## config.mk

```make
export PLATFORM = sky130hd
export DESIGN_NAME = keyvalue_text_store_validator_top
export DESIGN_NICKNAME = d
export VERILOG_FILES = /design/src/design/kvtsv_pkg.sv /design/src/design/kvtsv_parse.sv /design/src/design/keyvalue_text_store_validator_top.sv
export SDC_FILE = /design/constraint.sdc
export NUM_CORES = 1
export LEC_CHECK = 0
export ABC_CLOCK_PERIOD_IN_PS = 7150
export BUFFER_PORTS_ARGS = -buffer_cell sky130_fd_sc_hd__clkbuf_2
export CAP_MARGIN = 15
export CORE_AREA = 2 2 91 93
export DETAILED_ROUTE_END_ITERATION = 16
export DIE_AREA = 0 0 93 95
export PLACE_DENSITY = 0.68
export REMOVE_ABC_BUFFERS = 1
export SYNTH_ARGS = -nofsm -noshare
export SYNTH_HDL_FRONTEND = slang
export SYNTH_SLANG_ARGS = --single-unit
```

## constraint.sdc

```tcl
create_clock -name clock -period 7.15 [get_ports clock]
set_clock_uncertainty 0.2 [all_clocks]
set_input_delay 1.0725 -clock clock [delete_from_list [all_inputs] [get_ports clock]]
set_output_delay 1.0725 -clock clock [all_outputs]
set_load 0.01 [all_outputs]
```

## src/design/kvtsv_pkg.sv

```systemverilog
`timescale 1ns / 1ps

package kvtsv_pkg;

   localparam int COUNT_BITS_DEFAULT = 17;
   localparam int CAPACITY_BITS = 16;
   localparam logic [CAPACITY_BITS-1:0] CAPACITY_RESET = 16'd4096;

   // Error codes reported on the last byte of an image
   localparam logic [3:0] ERR_NONE       = 4'd0;
   localparam logic [3:0] ERR_CAPACITY   = 4'd1;
   localparam logic [3:0] ERR_HEADER     = 4'd2;
   localparam logic [3:0] ERR_EMPTY_LINE = 4'd3;
   localparam logic [3:0] ERR_NO_KEY     = 4'd4;
   localparam logic [3:0] ERR_KEY_CHAR   = 4'd5;
   localparam logic [3:0] ERR_HEX_CHAR   = 4'd6;
   localparam logic [3:0] ERR_HEX_ODD    = 4'd7;
   localparam logic [3:0] ERR_UNTERM     = 4'd8;

   localparam logic [7:0] CH_EQUAL    = 8'h3D;
   localparam logic [7:0] CH_NEWLINE  = 8'h0A;
   localparam logic [7:0] CH_DASH     = 8'h2D;
   localparam logic [7:0] CH_UNDER    = 8'h5F;

   localparam logic [2:0] HEADER_LEN = 3'd6;

   typedef enum logic [1:0] {
      PH_HEADER = 2'd0,
      PH_KEY    = 2'd1,
      PH_VALUE  = 2'd2,
      PH_STOP   = 2'd3
   } parse_phase_type;

   typedef struct packed {
      logic [7:0] data_byte;
      logic       is_last;
   } req_payload_type;

   typedef struct packed {
      logic       image_ok;
      logic [3:0] error_code;
   } rsp_payload_type;

   // Expected byte at each header position: "KVDB1\n"
   function automatic logic [7:0] header_byte(input logic [2:0] pos);
      logic [7:0] b;
      unique case (pos)
         3'd0:    b = 8'h4B;
         3'd1:    b = 8'h56;
         3'd2:    b = 8'h44;
         3'd3:    b = 8'h42;
         3'd4:    b = 8'h31;
         3'd5:    b = CH_NEWLINE;
         default: b = 8'h00;
      endcase
      return b;
   endfunction

   function automatic logic is_dec_char(input logic [7:0] c);
      return (c >= 8'h30) && (c <= 8'h39);
   endfunction

   function automatic logic is_key_char(input logic [7:0] c);
      return is_dec_char(c) || ((c >= 8'h61) && (c <= 8'h7A)) ||
             ((c >= 8'h41) && (c <= 8'h5A)) || (c == CH_DASH) || (c == CH_UNDER);
   endfunction

   function automatic logic is_hex_char(input logic [7:0] c);
      return is_dec_char(c) || ((c >= 8'h61) && (c <= 8'h66)) ||
             ((c >= 8'h41) && (c <= 8'h46));
   endfunction

endpackage

```

## src/design/kvtsv_parse.sv

```systemverilog
`timescale 1ns / 1ps

module kvtsv_parse #(
   parameter int COUNT_BITS = kvtsv_pkg::COUNT_BITS_DEFAULT
) (
   input  logic                                     clock,
   input  logic                                     reset,
   input  logic                                     step_en,
   input  kvtsv_pkg::req_payload_type               item,
   input  logic [kvtsv_pkg::CAPACITY_BITS-1:0]      capacity,
   output kvtsv_pkg::rsp_payload_type               result
);

   localparam int CMP_W = (COUNT_BITS > kvtsv_pkg::CAPACITY_BITS) ?
                          COUNT_BITS : kvtsv_pkg::CAPACITY_BITS;

   kvtsv_pkg::parse_phase_type phase_ff, phase_in;
   logic [2:0]            hdr_pos_ff, hdr_pos_in;
   logic                  key_nonempty_ff, key_nonempty_in;
   logic                  value_odd_ff, value_odd_in;
   logic [3:0]            first_error_ff, first_error_in;
   logic [COUNT_BITS-1:0] count_ff, count_in;
   logic [COUNT_BITS-1:0] count_next;
   logic [CMP_W-1:0]      count_ext, capacity_ext;
   logic [3:0]            code;
   logic [7:0]            c;

   always_comb begin
      c          = item.data_byte;
      count_next = (count_ff != {COUNT_BITS{1'b1}}) ? count_ff + 1'b1 : count_ff;

      phase_in        = phase_ff;
      hdr_pos_in      = hdr_pos_ff;
      key_nonempty_in = key_nonempty_ff;
      value_odd_in    = value_odd_ff;
      first_error_in  = first_error_ff;

      unique case (phase_ff)
         kvtsv_pkg::PH_HEADER: begin
            if (hdr_pos_ff >= kvtsv_pkg::HEADER_LEN ||
                c != kvtsv_pkg::header_byte(hdr_pos_ff)) begin
               phase_in       = kvtsv_pkg::PH_STOP;
               first_error_in = kvtsv_pkg::ERR_HEADER;
            end else begin
               hdr_pos_in = hdr_pos_ff + 3'd1;
               if (hdr_pos_in == kvtsv_pkg::HEADER_LEN) begin
                  phase_in = kvtsv_pkg::PH_KEY;
               end
            end
         end
         kvtsv_pkg::PH_KEY: begin
            if (c == kvtsv_pkg::CH_NEWLINE) begin
               phase_in       = kvtsv_pkg::PH_STOP;
               first_error_in = key_nonempty_ff ? kvtsv_pkg::ERR_NO_KEY
                                                : kvtsv_pkg::ERR_EMPTY_LINE;
            end else if (c == kvtsv_pkg::CH_EQUAL) begin
               if (!key_nonempty_ff && first_error_ff == kvtsv_pkg::ERR_NONE) begin
                  first_error_in = kvtsv_pkg::ERR_NO_KEY;
               end
               phase_in = kvtsv_pkg::PH_VALUE;
            end else begin
               key_nonempty_in = 1'b1;
               if (!kvtsv_pkg::is_key_char(c) && first_error_ff == kvtsv_pkg::ERR_NONE) begin
                  first_error_in = kvtsv_pkg::ERR_KEY_CHAR;
               end
            end
         end
         kvtsv_pkg::PH_VALUE: begin
            if (c == kvtsv_pkg::CH_NEWLINE) begin
               if (first_error_ff != kvtsv_pkg::ERR_NONE) begin
                  phase_in = kvtsv_pkg::PH_STOP;
               end else if (value_odd_ff) begin
                  phase_in       = kvtsv_pkg::PH_STOP;
                  first_error_in = kvtsv_pkg::ERR_HEX_ODD;
               end else begin
                  phase_in        = kvtsv_pkg::PH_KEY;
                  key_nonempty_in = 1'b0;
                  value_odd_in    = 1'b0;
               end
            end else begin
               value_odd_in = ~value_odd_ff;
               if (!kvtsv_pkg::is_hex_char(c) && first_error_ff == kvtsv_pkg::ERR_NONE) begin
                  first_error_in = kvtsv_pkg::ERR_HEX_CHAR;
               end
            end
         end
         kvtsv_pkg::PH_STOP: begin
            // only the count advances
         end
         default: begin
            phase_in = kvtsv_pkg::PH_STOP;
         end
      endcase

      count_ext    = CMP_W'(count_next);
      capacity_ext = CMP_W'(capacity);
      if (count_ext > capacity_ext) begin
         code = kvtsv_pkg::ERR_CAPACITY;
      end else if (phase_in == kvtsv_pkg::PH_STOP) begin
         code = first_error_in;
      end else if (phase_in == kvtsv_pkg::PH_HEADER) begin
         code = kvtsv_pkg::ERR_HEADER;
      end else if (phase_in == kvtsv_pkg::PH_KEY && !key_nonempty_in) begin
         code = kvtsv_pkg::ERR_NONE;
      end else begin
         code = kvtsv_pkg::ERR_UNTERM;
      end
      result.image_ok   = (code == kvtsv_pkg::ERR_NONE);
      result.error_code = code;

      count_in = count_next;
      // rearm for the next image
      if (item.is_last) begin
         phase_in        = kvtsv_pkg::PH_HEADER;
         hdr_pos_in      = 3'd0;
         key_nonempty_in = 1'b0;
         value_odd_in    = 1'b0;
         first_error_in  = kvtsv_pkg::ERR_NONE;
         count_in        = '0;
      end
   end

   always_ff @(posedge clock) begin
      if (reset) begin
         phase_ff        <= kvtsv_pkg::PH_HEADER;
         hdr_pos_ff      <= 3'd0;
         key_nonempty_ff <= 1'b0;
         value_odd_ff    <= 1'b0;
         first_error_ff  <= kvtsv_pkg::ERR_NONE;
         count_ff        <= '0;
      end else if (step_en) begin
         phase_ff        <= phase_in;
         hdr_pos_ff      <= hdr_pos_in;
         key_nonempty_ff <= key_nonempty_in;
         value_odd_ff    <= value_odd_in;
         first_error_ff  <= first_error_in;
         count_ff        <= count_in;
      end
   end

endmodule

```

## src/design/keyvalue_text_store_validator_top.sv

```systemverilog
`timescale 1ns / 1ps

// Channel   Direction  Handshake           Payload
// req       in         req_valid/req_stall req_payload (data_byte, is_last)
// rsp       out        rsp_valid/rsp_stall rsp_payload (image_ok, error_code)
// csr       in         csr_wr_en           csr_wr_data (buffer_capacity)
//
// One byte per cycle sustained while the result register is not stalled.
// Each byte is held in the input register, then the parser updates its state
// and, on the last byte, loads the result register that drives rsp_payload.
// Synchronous active-high reset clears parse state and sets capacity to 4096.
// A stalled result holds the input register; req_stall rises only then.

module keyvalue_text_store_validator_top #(
   parameter int COUNT_BITS = kvtsv_pkg::COUNT_BITS_DEFAULT
) (
   input  logic                                clock,
   input  logic                                reset,
   input  logic                                req_valid,
   output logic                                req_stall,
   input  kvtsv_pkg::req_payload_type          req_payload,
   output logic                                rsp_valid,
   input  logic                                rsp_stall,
   output kvtsv_pkg::rsp_payload_type          rsp_payload,
   input  logic                                csr_wr_en,
   input  logic [kvtsv_pkg::CAPACITY_BITS-1:0] csr_wr_data
);

   logic                                in_valid_ff;
   kvtsv_pkg::req_payload_type          in_item_ff;
   logic                                rsp_valid_ff;
   kvtsv_pkg::rsp_payload_type          rsp_payload_ff;
   logic [kvtsv_pkg::CAPACITY_BITS-1:0] capacity_ff;
   kvtsv_pkg::rsp_payload_type          result;
   logic                                out_free;
   logic                                step_en;

   assign out_free  = !rsp_valid_ff || !rsp_stall;
   assign step_en   = in_valid_ff && out_free;
   assign req_stall = in_valid_ff && !out_free;

   kvtsv_parse #(
      .COUNT_BITS(COUNT_BITS)
   ) u_parse (
      .clock    (clock),
      .reset    (reset),
      .step_en  (step_en),
      .item     (in_item_ff),
      .capacity (capacity_ff),
      .result   (result)
   );

   always_ff @(posedge clock) begin
      if (reset) begin
         capacity_ff <= kvtsv_pkg::CAPACITY_RESET;
      end else if (csr_wr_en) begin
         capacity_ff <= csr_wr_data;
      end
   end

   always_ff @(posedge clock) begin
      if (reset) begin
         in_valid_ff <= 1'b0;
      end else if (!req_stall) begin
         in_valid_ff <= req_valid;
      end
   end

   always_ff @(posedge clock) begin
      if (!req_stall && req_valid) begin
         in_item_ff <= req_payload;
      end
   end

   // advance the result register whenever it is free
   always_ff @(posedge clock) begin
      if (reset) begin
         rsp_valid_ff <= 1'b0;
      end else if (out_free) begin
         rsp_valid_ff <= in_valid_ff && in_item_ff.is_last;
      end
   end

   always_ff @(posedge clock) begin
      if (step_en && in_item_ff.is_last) begin
         rsp_payload_ff <= result;
      end
   end

   assign rsp_valid   = rsp_valid_ff;
   assign rsp_payload = rsp_payload_ff;

endmodule

```

Word level (Yosys, flattened, before mapping)
Index checks and enable logic that the tools add are counted.
{"block": "classes", "n_addsub": 2, "order_cmp": 10, "eq_ne": 18, "mux": 44, "bitwise_logic": 1, "n_reduce_logical": 40}
{"cell": "4-bit two-way mux", "count": 14}
{"cell": "7-bit case mux with 6 select lines", "count": 1}
{"cell": "17-bit two-way mux", "count": 2}
{"cell": "8-bit by 7-bit less-or-equal comparator with 1-bit output (second input constant)", "count": 4}
{"cell": "17-bit by 1-bit adder with 17-bit output (second input constant)", "count": 1}
{"cell": "17-bit by 16-bit greater-than comparator with 1-bit output", "count": 1}
{"cell": "17-bit inequality test (second input constant)", "count": 1}
{"cell": "8-bit by 6-bit == test with 1-bit output (second input constant)", "count": 2}
{"cell": "8-bit by 7-bit >= comparator with 1-bit output (second input constant)", "count": 2}
{"cell": "2-bit two-way mux", "count": 8}
{"cell": "1-bit logical AND", "count": 14}
{"cell": "3-bit two-way mux", "count": 4}
{"cell": "4-bit case mux with 3 select lines", "count": 1}
{"cell": "1-bit two-way mux", "count": 11}
{"cell": "3-bit == test (second input constant)", "count": 3}
{"cell": "8-bit by 4-bit == test with 1-bit output (second input constant)", "count": 1}
{"cell": "8-bit by 7-bit == test with 1-bit output (second input constant)", "count": 1}
{"cell": "8-bit by 6-bit >= comparator with 1-bit output (second input constant)", "count": 1}
{"cell": "8-bit by 6-bit less-or-equal comparator with 1-bit output (second input constant)", "count": 1}
{"cell": "1-bit zero test", "count": 8}
{"cell": "4-bit zero test", "count": 2}
{"cell": "1-bit logical OR", "count": 8}
{"cell": "8-bit two-way mux", "count": 1}
{"cell": "8-bit inequality test", "count": 1}
{"cell": "16 further kinds", "count": 22}
{"block": "totals", "register_bits": 60, "wordCells": 128}

Depth between registers and ports, before layout
Gate-level depths: netlist (run 1).
{"block": "depth", "word_depth": 15, "mapped_depth": 15, "depth_no_buf": 15}

Cells and area by module
A second synthesis (run 1) with hierarchy kept.
{"block": "hier_totals", "cells_unflattened": 447, "area_unflattened_um2": 3940.0}
{"mod": "kvtsv_parse", "n_inst": 1, "cells_each": 369, "area_per_inst_um2": 2851.5, "seq_area_each_um2": 560.5}
{"mod": "keyvalue_text_store_validator_top", "n_inst": 1, "cells_each": 78, "area_per_inst_um2": 1088.5, "seq_area_each_um2": 780.7}

Least setup slack after synthesis (run 1)
OpenSTA, ideal clock, no wires.
{"block": "synth_timing", "path_kind": "register -> register", "start": "reg u_parse.count_ff[0]", "end": "reg rsp_payload_ff (netlist bit rsp_payload[0]) (data pin)", "t_arrival_ns": 3.294, "t_required_ns": 6.691, "path_slack_ns": 3.397, "path_stages_with_launch": 15, "synth_period_minus_slack_ns": 3.753, "cell_sequence": "dfxtp_1 -> ha_1 -> nand3_1 -> nor3_1 -> and3_1 -> nor3_2 -> nand3_1 -> xnor2_1 -> ha_1 -> and4_1 -> a221o_1 -> a221o_1 -> a21oi_1 -> o21ai_0 -> o21bai_1"}
{"item": "from (decl)", "line_no": "kvtsv_parse.sv:22", "source": "logic [COUNT_BITS-1:0] count_ff, count_in;"}
{"item": "from (signal assigned)", "line_no": "kvtsv_parse.sv:137", "source": "count_ff <= count_in;"}
{"item": "to (signal assigned)", "line_no": "keyvalue_text_store_validator_top.sv:86", "source": "rsp_payload_ff <= result;"}
{"item": "to (decl)", "line_no": "keyvalue_text_store_validator_top.sv:32", "source": "kvtsv_pkg::rsp_payload_type rsp_payload_ff;"}

==> results of run 1 <==
-- per-layer routing --
layer | share of wire [%] | vias up | global-route usage, %
li1 | - | 1704 | -
met1 | 45 | 1597 | 26.97
met2 | 49 | 68 | 36.59
met3 | 3.8 | 17 | 3.512
met4 | 2.2 | 0 | 9.069
met5 | 0 | - | 0
-- placed cells by master, fill, tap and decap left out, types with 4 or more instances in the layout --
cell type | netlist | final
a31oi_1 | 4 | 4
xor2_1 | 8 | 8
o21ai_0 | 20 | 20
ha_1 | 27 | 27
dfxtp_1 | 46 | 46
a21o_1 | 4 | 4
inv_1 | 33 | 33
xnor2_1 | 9 | 9
or3_1 | 4 | 4
nand3_1 | 18 | 18
nor2_1 | 50 | 50
a21oi_1 | 26 | 26
edfxtp_1 | 14 | 14
clkbuf_2 | 0 | 36
and3_1 | 8 | 8
o21ai_1 | 5 | 5
nor3_1 | 10 | 10
a22oi_1 | 16 | 16
o211ai_1 | 4 | 4
clkbuf_8 | 0 | 9
mux2i_1 | 16 | 16
nand2_1 | 19 | 19
nand4_1 | 10 | 10
-- cells by family (layout without fill, tap and decap cells) --
logic type / Yosys count / in the layout
adders and majority gates: 27 / 27
buffers and inverters: 55 / 86
and+or+nand+nor: 156 / 156
muxes: 16 / 16
xor gates and xnor gates: 17 / 17
AOI/OAI and AO/OA: 117 / 117
DFF: 60 / 60
-- critical path, cell delays in order, from the launching register on --
cell      delay [ps]
dfxtp_1          350
ha_1             230
nand3_1          160
nor3_1           100
and3_1           230
nor3_2           470
nand3_1          220
xnor2_1          170
ha_1             310
and4_1           200
a221o_1          310
a221o_1          350
a21oi_1          260
o21ai_0          190
o21bai_1         200
-- worst paths after layout --
check / from / end / slack, ps / cells after the start
worst max register to register: u_parse.count_ff[0]$_SDFFE_PP0P_ / rsp_payload[0]$_DFFE_PP_ / 2960 / 14
worst max-delay path: u_parse.count_ff[0]$_SDFFE_PP0P_ / rsp_payload[0]$_DFFE_PP_ / 2960 / 14
worst min register to register: capacity_ff[10]$_SDFFE_PP0P_ / capacity_ff[10]$_SDFFE_PP0P_ / 290 / 2
worst min-delay path: capacity_ff[10]$_SDFFE_PP0P_ / capacity_ff[10]$_SDFFE_PP0P_ / 290 / 2
-- per-stage QoR --
| stage | utilization (%) | total power (W) | instance area, um^2 |
|---|---|---|---|
| after global routing | 54.26 | 0.0008184 | 4302 |
| final | 54.26 | 0.0007848 | 4302 |
| after detailed placement | 51.66 | 0.0004670 | 4095 |
| after floorplan | - | 0.0004338 | 3776 |
| after global placement | 51.66 | 0.0004648 | 4095 |
| after CTS | 54.26 | 0.0007890 | 4302 |
-- state kept, by name (all words and copies together) (netlist names) --
name	flops
u_parse.value_odd_ff	1
rsp_payload	5
u_parse.key_nonempty_ff	1
capacity_ff	16
in_item_ff	9
in_valid_ff	1
u_parse.hdr_pos_ff	3
u_parse.phase_ff	2
u_parse.count_ff	17
u_parse.first_error_ff	4
rsp_valid	1
-- cell type report --
type / instances / area [um^2]
Clock buffer: 10 / 127.6
Clock inverter: 6 / 78.83
Multi-Input combinational cell: 333 / 2311
Inverter: 33 / 123.9
Timing Repair Buffer: 37 / 187.7
Sequential cell: 60 / 1341
Tap cell: 105 / 131.4
Fill cell: 768 / 3626
-- power groups by stage --
stage | clock network (W) | logic (W) | registers (W)
finish | 0.000325 | 0.0000879 | 0.000371
detailed placement | 0 | 0.0000878 | 0.000379
global placement | 0 | 0.0000863 | 0.000378
floorplan | 0 | 0.0000580 | 0.000376
CTS | 0.000329 | 0.0000883 | 0.000371
global route | 0.000345 | 0.000101 | 0.000373
==> results.toml, run 1 <==
[die]
io_pins = 37
die_x_um = 93
die_height_um = 95
start_util_pct = 48.72
die-area_um2 = 8835
coreArea_um2 = 7928
num_rows = 33

[detailed_routing]
drcViolationCount = 0
ant_nets = 0
routed_wl_um = 8752
drt_iter0_drc = 181
drt_pass1_iterations = 4
wl_per_cell_um = 14.99
viasPerCell = 5.798
vias = 3386

[cts]
cts_tree = "built"
cts_sinks = 60
cts_max_path_buffers = 2
cts_setup_buffers = 0
cts.repair.resized = 0
cts-root-buf = "clkbuf_8"
clock_latency_ps = 340
numCtsBuffers = 9
clk_pin_slew_ps = 70
htreeDepth = 3
cts_hold_buf = 0

[sta]
worst_slew_pin_slew_ps = 931.8
post-route-period-util_pct = 58.64
timing.fmax_mhz = 238.5
rsz0062_at_grt = "no"
fin_ws_ps = 2958
holdWs_ps = 294.1
fin_crit_ps = 4192
setup_viol = 0
slew_viol_final = 0
maxSlewHeadroom_pct = 37.65
finalHoldViolations = 0
timing.setup.tns_ps = 0

[place]
post-place-ws_ps = 3045
gp_congestion = 0.9235
io_buffers = 36
dp.final_hpwl_um = 6407
dp_cells = 568

[global_routing]
grt_max_degree = 45
antenna_found_initial = 0
grt_usage_pct = 21.47
grt_pass1_vias = 3184
grt_overflow_total = 0
grt_pass1_wl_um = 15040

[power_and_ir_drop]
p_int_w = 0.0005905
netSwitchingFraction_pct = 24.76
power_density_nw_per_um2 = 182.4
comb_power_share_pct = 11.2
seqPwrFrac_pct = 47.3
p_switching_w = 0.0001943
power.leakage_nw = 1.782
p_clk_share_pct = 41.5
ir_drop_uv = 128.3

[synthesis]
synth_top_family_by_area = "simple AND/OR/NAND/NOR gates"
syn_inst = 448
synth_edf_count = 14
yosys.area_share.simple_pct = 21.67
synth_cell_type_count = 72
synth_xor_xnor_area_share_pct = 3.855
synth.area.top_cells = "dfxtp_1 24%, edfxtp_1 11%, ha_1 8.7%"
post-synth-top-count-cell = "nor2_1"
synth_commonest_cells = "50 x nor2_1, 46 x dfxtp_1, 33 x inv_1, 27 x ha_1, 26 x a21oi_1"
ys_seq_area_share_pct = 34.73
synthAdderAreaFrac_pct = 8.746
synth_ff_type = "dfxtp_1"
synth_area_um2 = 3862
ys_warn_count = 0
ys_ff_latch = 60
synth_mux_area_share_pct = 4.146
synth-compound-area-share_pct = 21.41
async_reset_ff_share_pct = 0
syn_area_per_cell_um2 = 8.622
synth_top_area_cell = "dfxtp_1"
synth_top_cell_area_share_pct = 23.84

[cells_and_area]
antenna_cells = 0
nets = 531
stdcell_count = 584
area_growth_pct = 11.37
drive_gt1_share_pct = 13.78

[critical_path]
crit_type = "reg2reg"
required_ps = 7040
crit_arrival_ps = 4090
cp-start-kind = "flip-flop"
crit_fanout = 9
crit_path_end_kind = "flip-flop"

[run_status]
status = "completed"

[min_path]
hp-class = "reg2reg"

[run]
drv_cap = 0
No activity file was read; power rests on OpenSTA's default activity.
==> run 2, diff against run 1 <==
- ABC_AREA: default -> 1
- ABC_CLOCK_PERIOD_IN_PS: 7150 -> 4200
- CORE_AREA: 2 2 91 93 -> 2 2 93 95
- DIE_AREA: 0 0 93 95 -> 0 0 95 97
- clock period: 7.15 -> 4.2 ns (I/O delays scaled with it)
==> run 2 against run 1 <==
  * First-iteration DRC count up 2.8%
  * Critical path type unchanged
  * Clock power up 75%
  * Largest power group unchanged
  * Non-clock buffer count up 1
  * Power up 74%
  * Setup slack worse by 2200 ps
==> results.toml, run 2 <==
[critical_path]
cp_slowest_cell = "dfxtp_1"
cp_cell_sequence = "ha_1 > nand3_2 > nor2_4 > nand2_2 > nor2_1 > nand2_1 > nor2_2 > nor2_1 > nand2_1 > nor2_2 > xor2_1 > ha_1 > nand2_1 > nor2_1 > a211oi_1 > nor2_1 > nor2_1 > nand3_1 > nand2_2 > nand3_1 > nand2_1 > nor2_1"
crit_path_end_kind = "flip-flop"
crit_arrival_ps = 3330
critPathMostFrequentCell = "nor2_1"
crit_type = "reg2reg"
cp-start-kind = "flip-flop"
cpPeakStageDelay_ps = 390
required_ps = 4110
crit_fanout = 4

[cts]
cts_max_path_buffers = 2
cts_hold_buf = 0
cts-root-buf = "clkbuf_8"
clk_pin_slew_ps = 70
clock_latency_ps = 350
cts_tree = "built"
cts_setup_buffers = 0
cts.repair.resized = 0
cts_sinks = 60
htreeDepth = 3
numCtsBuffers = 9

[cells_and_area]
final_util_pct = 55.36
n_fill_cell = 771
antenna_cells = 0
largest_register_ffs = 17
drive_gt1_share_pct = 14.49
top_regs = "u_parse.count_ff: 17 flops, capacity_ff: 16 flops, in_item_ff: 9 flops"
final_cell_mix = "163 x nand2_1, 67 x inv_1, 55 x nor2_1"
final-seq-area_um2 = 1341
nets = 680
multi_input_area_um2 = 2338
top_register = "u_parse.count_ff"
area_growth_pct = 12.36
final_common_cell = "nand2_1"

[synthesis]
syn_area_per_cell_um2 = 6.839
async_reset_ff_share_pct = 0
synth_cell_type_count = 35
synth_area_um2 = 4008
ys_warn_count = 0
synth_commonest_cells = "163 x nand2_1, 67 x inv_1, 55 x nor2_1, 54 x a21oi_1, 46 x dfxtp_1"
ys_ff_latch = 60
synth.area.top_cells = "dfxtp_1 23%, nand2_1 15%, edfxtp_1 10%"
synth_top_area_cell = "dfxtp_1"
synth_top_cell_area_share_pct = 22.98
post-synth-top-count-cell = "nand2_1"
synth_ff_type = "dfxtp_1"
syn_inst = 586
ys_seq_area_share_pct = 33.47
synth_edf_count = 14

[global_routing]
busiest_layer = "met2"
met1_usage_pct = 26.88
grt_max_degree = 31
grt_util_met2_pct = 37.70
grt_pass1_vias = 3718
grtUsageMet3_pct = 3.894
antenna_found_initial = 0
grt_pass1_wl_um = 16370
grt_usage_pct = 22.00
grt_overflow_total = 0

[die]
coreArea_um2 = 8134
die_x_um = 95
die_height_um = 97
start_util_pct = 49.27
io_pins = 37
num_rows = 33
die-area_um2 = 9215

[sta]
maxSlewHeadroom_pct = 54.36
slew_viol_final = 0
post-route-period-util_pct = 81.54
fin_crit_ps = 3425
worst_slew_pin_slew_ps = 684.6
timing.setup.tns_ps = 0
setup_viol = 0
timing.fmax_mhz = 292.0
fin_ws_ps = 775.2
rsz0062_at_grt = "no"
finalHoldViolations = 0
holdWs_ps = 253.4

[place]
io_buffers = 36
post-place-ws_ps = 842.5
dp.final_hpwl_um = 7162
gp_congestion = 0.9779

[detailed_routing]
drt_pass1_iterations = 4
drt_iter0_drc = 186
viasPerCell = 5.213
drcViolationCount = 0
ant_nets = 0
vias = 3821
routed_wl_um = 9358
wl_per_cell_um = 12.77

[power_and_ir_drop]
ir_drop_uv = 200.1
power.leakage_nw = 2.087
power_density_nw_per_um2 = 303.7

[run]
drv_cap = 0

[run_status]
status = "completed"

[min_path]
hp-class = "in2reg"
[run 2: cell count changes after synthesis, moves of 9 or more]
cell	previous run	this run
inv_1	33	67
nand3_1	18	34
a22oi_1	16	0
mux2i_1	16	1
nand2_1	19	163
a21oi_1	26	54
o21ai_0	20	29
[run 2: cell type report]
| cell class | instances | share of cell area, % |
|---|---|---|
| Inverter | 75 | 6.252 |
| Tap cell | 105 | 2.917 |
| Sequential cell | 60 | 29.79 |
| Clock buffer | 9 | 2.751 |
| Timing Repair Buffer | 38 | 4.335 |
| Multi-Input combinational cell | 439 | 51.93 |
| Clock inverter | 7 | 2.028 |
[run 2: per-layer routing]
layer  vias up  routed length [um]
li1       1983                   -
met1      1739                4232
met2        79                4593
met3        20                 296
met4         0                 235
met5         -                   0
[run 2: worst paths after layout]
check | from | end | slack, ps | cells past startpoint
worst max-delay path | u_parse.count_ff[1]$_SDFFE_PP0P_ | rsp_payload[4]$_DFFE_PP_ | 780 | 22
worst min-delay path | req_payload[8] | in_item_ff[8]$_DFFE_PP_ | 250 | 1
worst max register to register | u_parse.count_ff[1]$_SDFFE_PP0P_ | rsp_payload[4]$_DFFE_PP_ | 780 | 22
worst min register to register | u_parse.count_ff[15]$_SDFFE_PP0P_ | u_parse.count_ff[15]$_SDFFE_PP0P_ | 270 | 2
[run 2: kinds of logic (layout without fill, tap and decap cells)]
family / Yosys count / count (layout) / share of synthesized area (%)
xor gates and xnor gates: 12 / 12 / 2.810
adders and majority gates: 27 / 27 / 8.429
DFF: 60 / 60 / 33.47
AOI/OAI and AO/OA: 101 / 101 / 13.77
buffers and inverters: 87 / 129 / 8.180
muxes: 1 / 1 / 0.2498
and+or+nand+nor: 298 / 298 / 33.09
[run 2: power breakdown]
part           total (W)  internal, W  switching (W)  leakage (nW)
registers       0.000630     0.000614      0.0000164         0.512
clock network   0.000570     0.000331       0.000240         0.101
logic           0.000167    0.0000589       0.000109          1.47
[run 2: metrics by stage]
| step | instances | instance area, um^2 | total power [W] |
|---|---|---|---|
| 3_3_place_gp | 717 | 4288 | 0.0008054 |
| 2_1_floorplan | 574 | 3961 | 0.0007536 |
| 3_5_place_dp | 717 | 4288 | 0.0008093 |
| 6_report | 733 | 4503 | 0.001368 |
| 5_1_grt | 733 | 4503 | 0.001429 |
| 4_1_cts | 733 | 4503 | 0.001377 |
[run 2: critical path: cells and delay by family, from the launching register on]
family                   cells  cell delay (ps)
AO/OA/AOI/OAI                1              190
XOR/XNOR                     1              250
flip-flops                   1              390
adder cells (fa/ha/maj)      2              530
AND/OR/NAND/NOR             18             1650
==> run 3, diff against run 2 <==
- ABC_CLOCK_PERIOD_IN_PS: 4200 -> 2900
- PLACE_DENSITY: 0.68 -> 0.7
- clock period: 4.2 -> 2.9 ns (I/O delays scaled with it)
==> run 3 against run 2 <==
  * The flow now finishes with violations (negative setup slack)
  * Register-to-register slack worse by 1000 ps
  * Count of clock-buffer cells in the layout grew 1
  * Flip-flop and latch count unchanged
  * Global-route usage up 1.7 points
  * Setup slack lost 1000 ps
  * Largest power group unchanged
==> results.toml, run 3 (synthesis results as in run 2) <==
[sta]
timing.setup.tns_ps = -1107
worst_slew_pin_slew_ps = 655.0
rsz0062_at_grt = "yes"
post-route-period-util_pct = 108.9
maxSlewHeadroom_pct = 56.29
finalHoldViolations = 0
timing.fmax_mhz = 316.5
slew_viol_final = 0
fin_ws_ps = -259.1
fin_crit_ps = 3159
setup_viol = 5

[power_and_ir_drop]
comb_power_share_pct = 12.7
p_switching_w = 0.0005289
ir_drop_uv = 423.6
seqPwrFrac_pct = 43.7
power_density_nw_per_um2 = 414.1
p_int_w = 0.001557
netSwitchingFraction_pct = 25.36
p_clk_share_pct = 43.6
power.leakage_nw = 2.381

[cts]
numCtsBuffers = 9
clock_latency_ps = 340
clk_pin_slew_ps = 70
cts_max_path_buffers = 2
htreeDepth = 3
cts_tree = "built"
cts_hold_buf = 0
cts-root-buf = "clkbuf_8"
cts_sinks = 60

[place]
gp_congestion = 0.8458
io_buffers = 36
dp_cells = 754
dp.final_hpwl_um = 7493
dpl-instance-area_um2 = 4566

[critical_path]
crit_arrival_ps = 3070
cp-start-kind = "flip-flop"
crit_fanout = 4
required_ps = 2810
crit_path_end_kind = "flip-flop"
crit_type = "reg2reg"

[global_routing]
grt_overflow_total = 0
grt_max_degree = 30
grt_pass1_wl_um = 17370
antenna_found_initial = 0
grt_usage_pct = 23.75
grt_pass1_vias = 3922

[detailed_routing]
ant_nets = 0
routed_wl_um = 10220
drt_iter0_drc = 201
wl_per_cell_um = 13.10
drcViolationCount = 0
vias = 4026
viasPerCell = 5.162
drt_pass1_iterations = 4

[die]
die-area_um2 = 9215
io_pins = 37
start_util_pct = 49.27
coreArea_um2 = 8134
die_x_um = 95
num_rows = 33
die_height_um = 97

[cells_and_area]
antenna_cells = 0
largest_register_ffs = 17
drive_gt1_share_pct = 24.30
area_growth_pct = 25.66
n_fill_cell = 716
top_regs = "u_parse.count_ff: 17 flops, capacity_ff: 16 flops, in_item_ff: 9 flops"
final_area_um2 = 5036
final_common_cell = "nand2_1"
nets = 727
final_cell_mix = "160 x nand2_1, 65 x inv_1, 53 x nor2_1"
stdcell_count = 780
top_register = "u_parse.count_ff"

[min_path]
hp-class = "in2reg"

[run]
drv_cap = 0

[run_status]
status = "complete, but fails checks"
violations = "negative setup slack"
## run 3: cell count changes in the layout (fill, tap and decap cells not counted), moves of 3 or more
cell / before / now
buf_4: 2 / 47
nand3_1: 34 / 30
a21oi_1: 54 / 51
a21oi_2: 6 / 9
nand2_1: 163 / 160
nand3_2: 2 / 5
## run 3: worst paths after layout
kind,startpoint,end,slack [ps],cells past startpoint
setup / recovery,u_parse.count_ff[0]$_SDFFE_PP0P_,rsp_payload[4]$_DFFE_PP_,-260,20
hold / removal,req_payload[2],in_item_ff[2]$_DFFE_PP_,70,1
setup reg to reg,u_parse.count_ff[0]$_SDFFE_PP0P_,rsp_payload[4]$_DFFE_PP_,-260,20
hold reg to reg,capacity_ff[10]$_SDFFE_PP0P_,capacity_ff[10]$_SDFFE_PP0P_,270,2
## run 3: power by group through the flow
stage	clock [W]	combinational, W	sequential, W
after CTS	0.000932	0.000259	0.000912
after floorplan	0	0.000166	0.000926
after global placement	0	0.000247	0.000930
final	0.000909	0.000264	0.000912
after global routing	0.000971	0.000304	0.000915
after detailed placement	0	0.000253	0.000931
## run 3: metal layers
| metal | vias to the layer above | routed length (um) | GRT usage [%] |
|---|---|---|---|
| met4 | 0 | 227 | 9.142 |
| met5 | - | 0 | 0 |
| met2 | 69 | 5487 | 42.66 |
| li1 | 2075 | - | - |
| met1 | 1867 | 4204 | 27.28 |
| met3 | 15 | 301 | 4.439 |
## run 3: worst max-delay path, stage by stage, from the launching register on
cell and delay (ps):
dfxtp_2 360, ha_4 160, nand3_4 90, nor2_4 130, buf_4 130, nand2_2 60
nor2_4 130, nand2_4 80, inv_2 70, nor2_1 40, buf_4 120, inv_1 70
nand2_1 70, ha_1 270, nand4_1 160, nor4_2 310, nand2_1 160, nand2_4 120
nand3_2 80, nand2_1 60, nor2_1 40
## run 3: stage by stage
stage	power [W]	hold WS, ps	util (%)	worst slack [ps]
floorplan	0.001091	235.6	-	-44.16
global placement	0.001177	256.7	56.13	-235.1
detailed placement	0.001184	260.8	56.13	-360.8
CTS	0.002103	49.54	60.05	-282.3
global route	0.002190	35.43	61.91	-440.6
finish	0.002086	68.91	61.91	-259.1
## run 3: cell type report
class / instances / area [um^2] / share of cell area (%)
Multi-Input combinational cell: 439 / 2484 / 49.32
Sequential cell: 60 / 1344 / 26.68
Timing Repair Buffer: 85 / 555.5 / 11.03
Inverter: 75 / 281.5 / 5.590
Tap cell: 105 / 131.4 / 2.609
Clock buffer: 10 / 127.6 / 2.534
Clock inverter: 6 / 112.6 / 2.236
## run 3: what timing repair did
item,4_1_cts,5_1_grt
gates cloned,0,0
endpoints found under the setup margin,5,5
gates resized for setup,12,23
buffers inserted,3,8
pin swaps,10,18
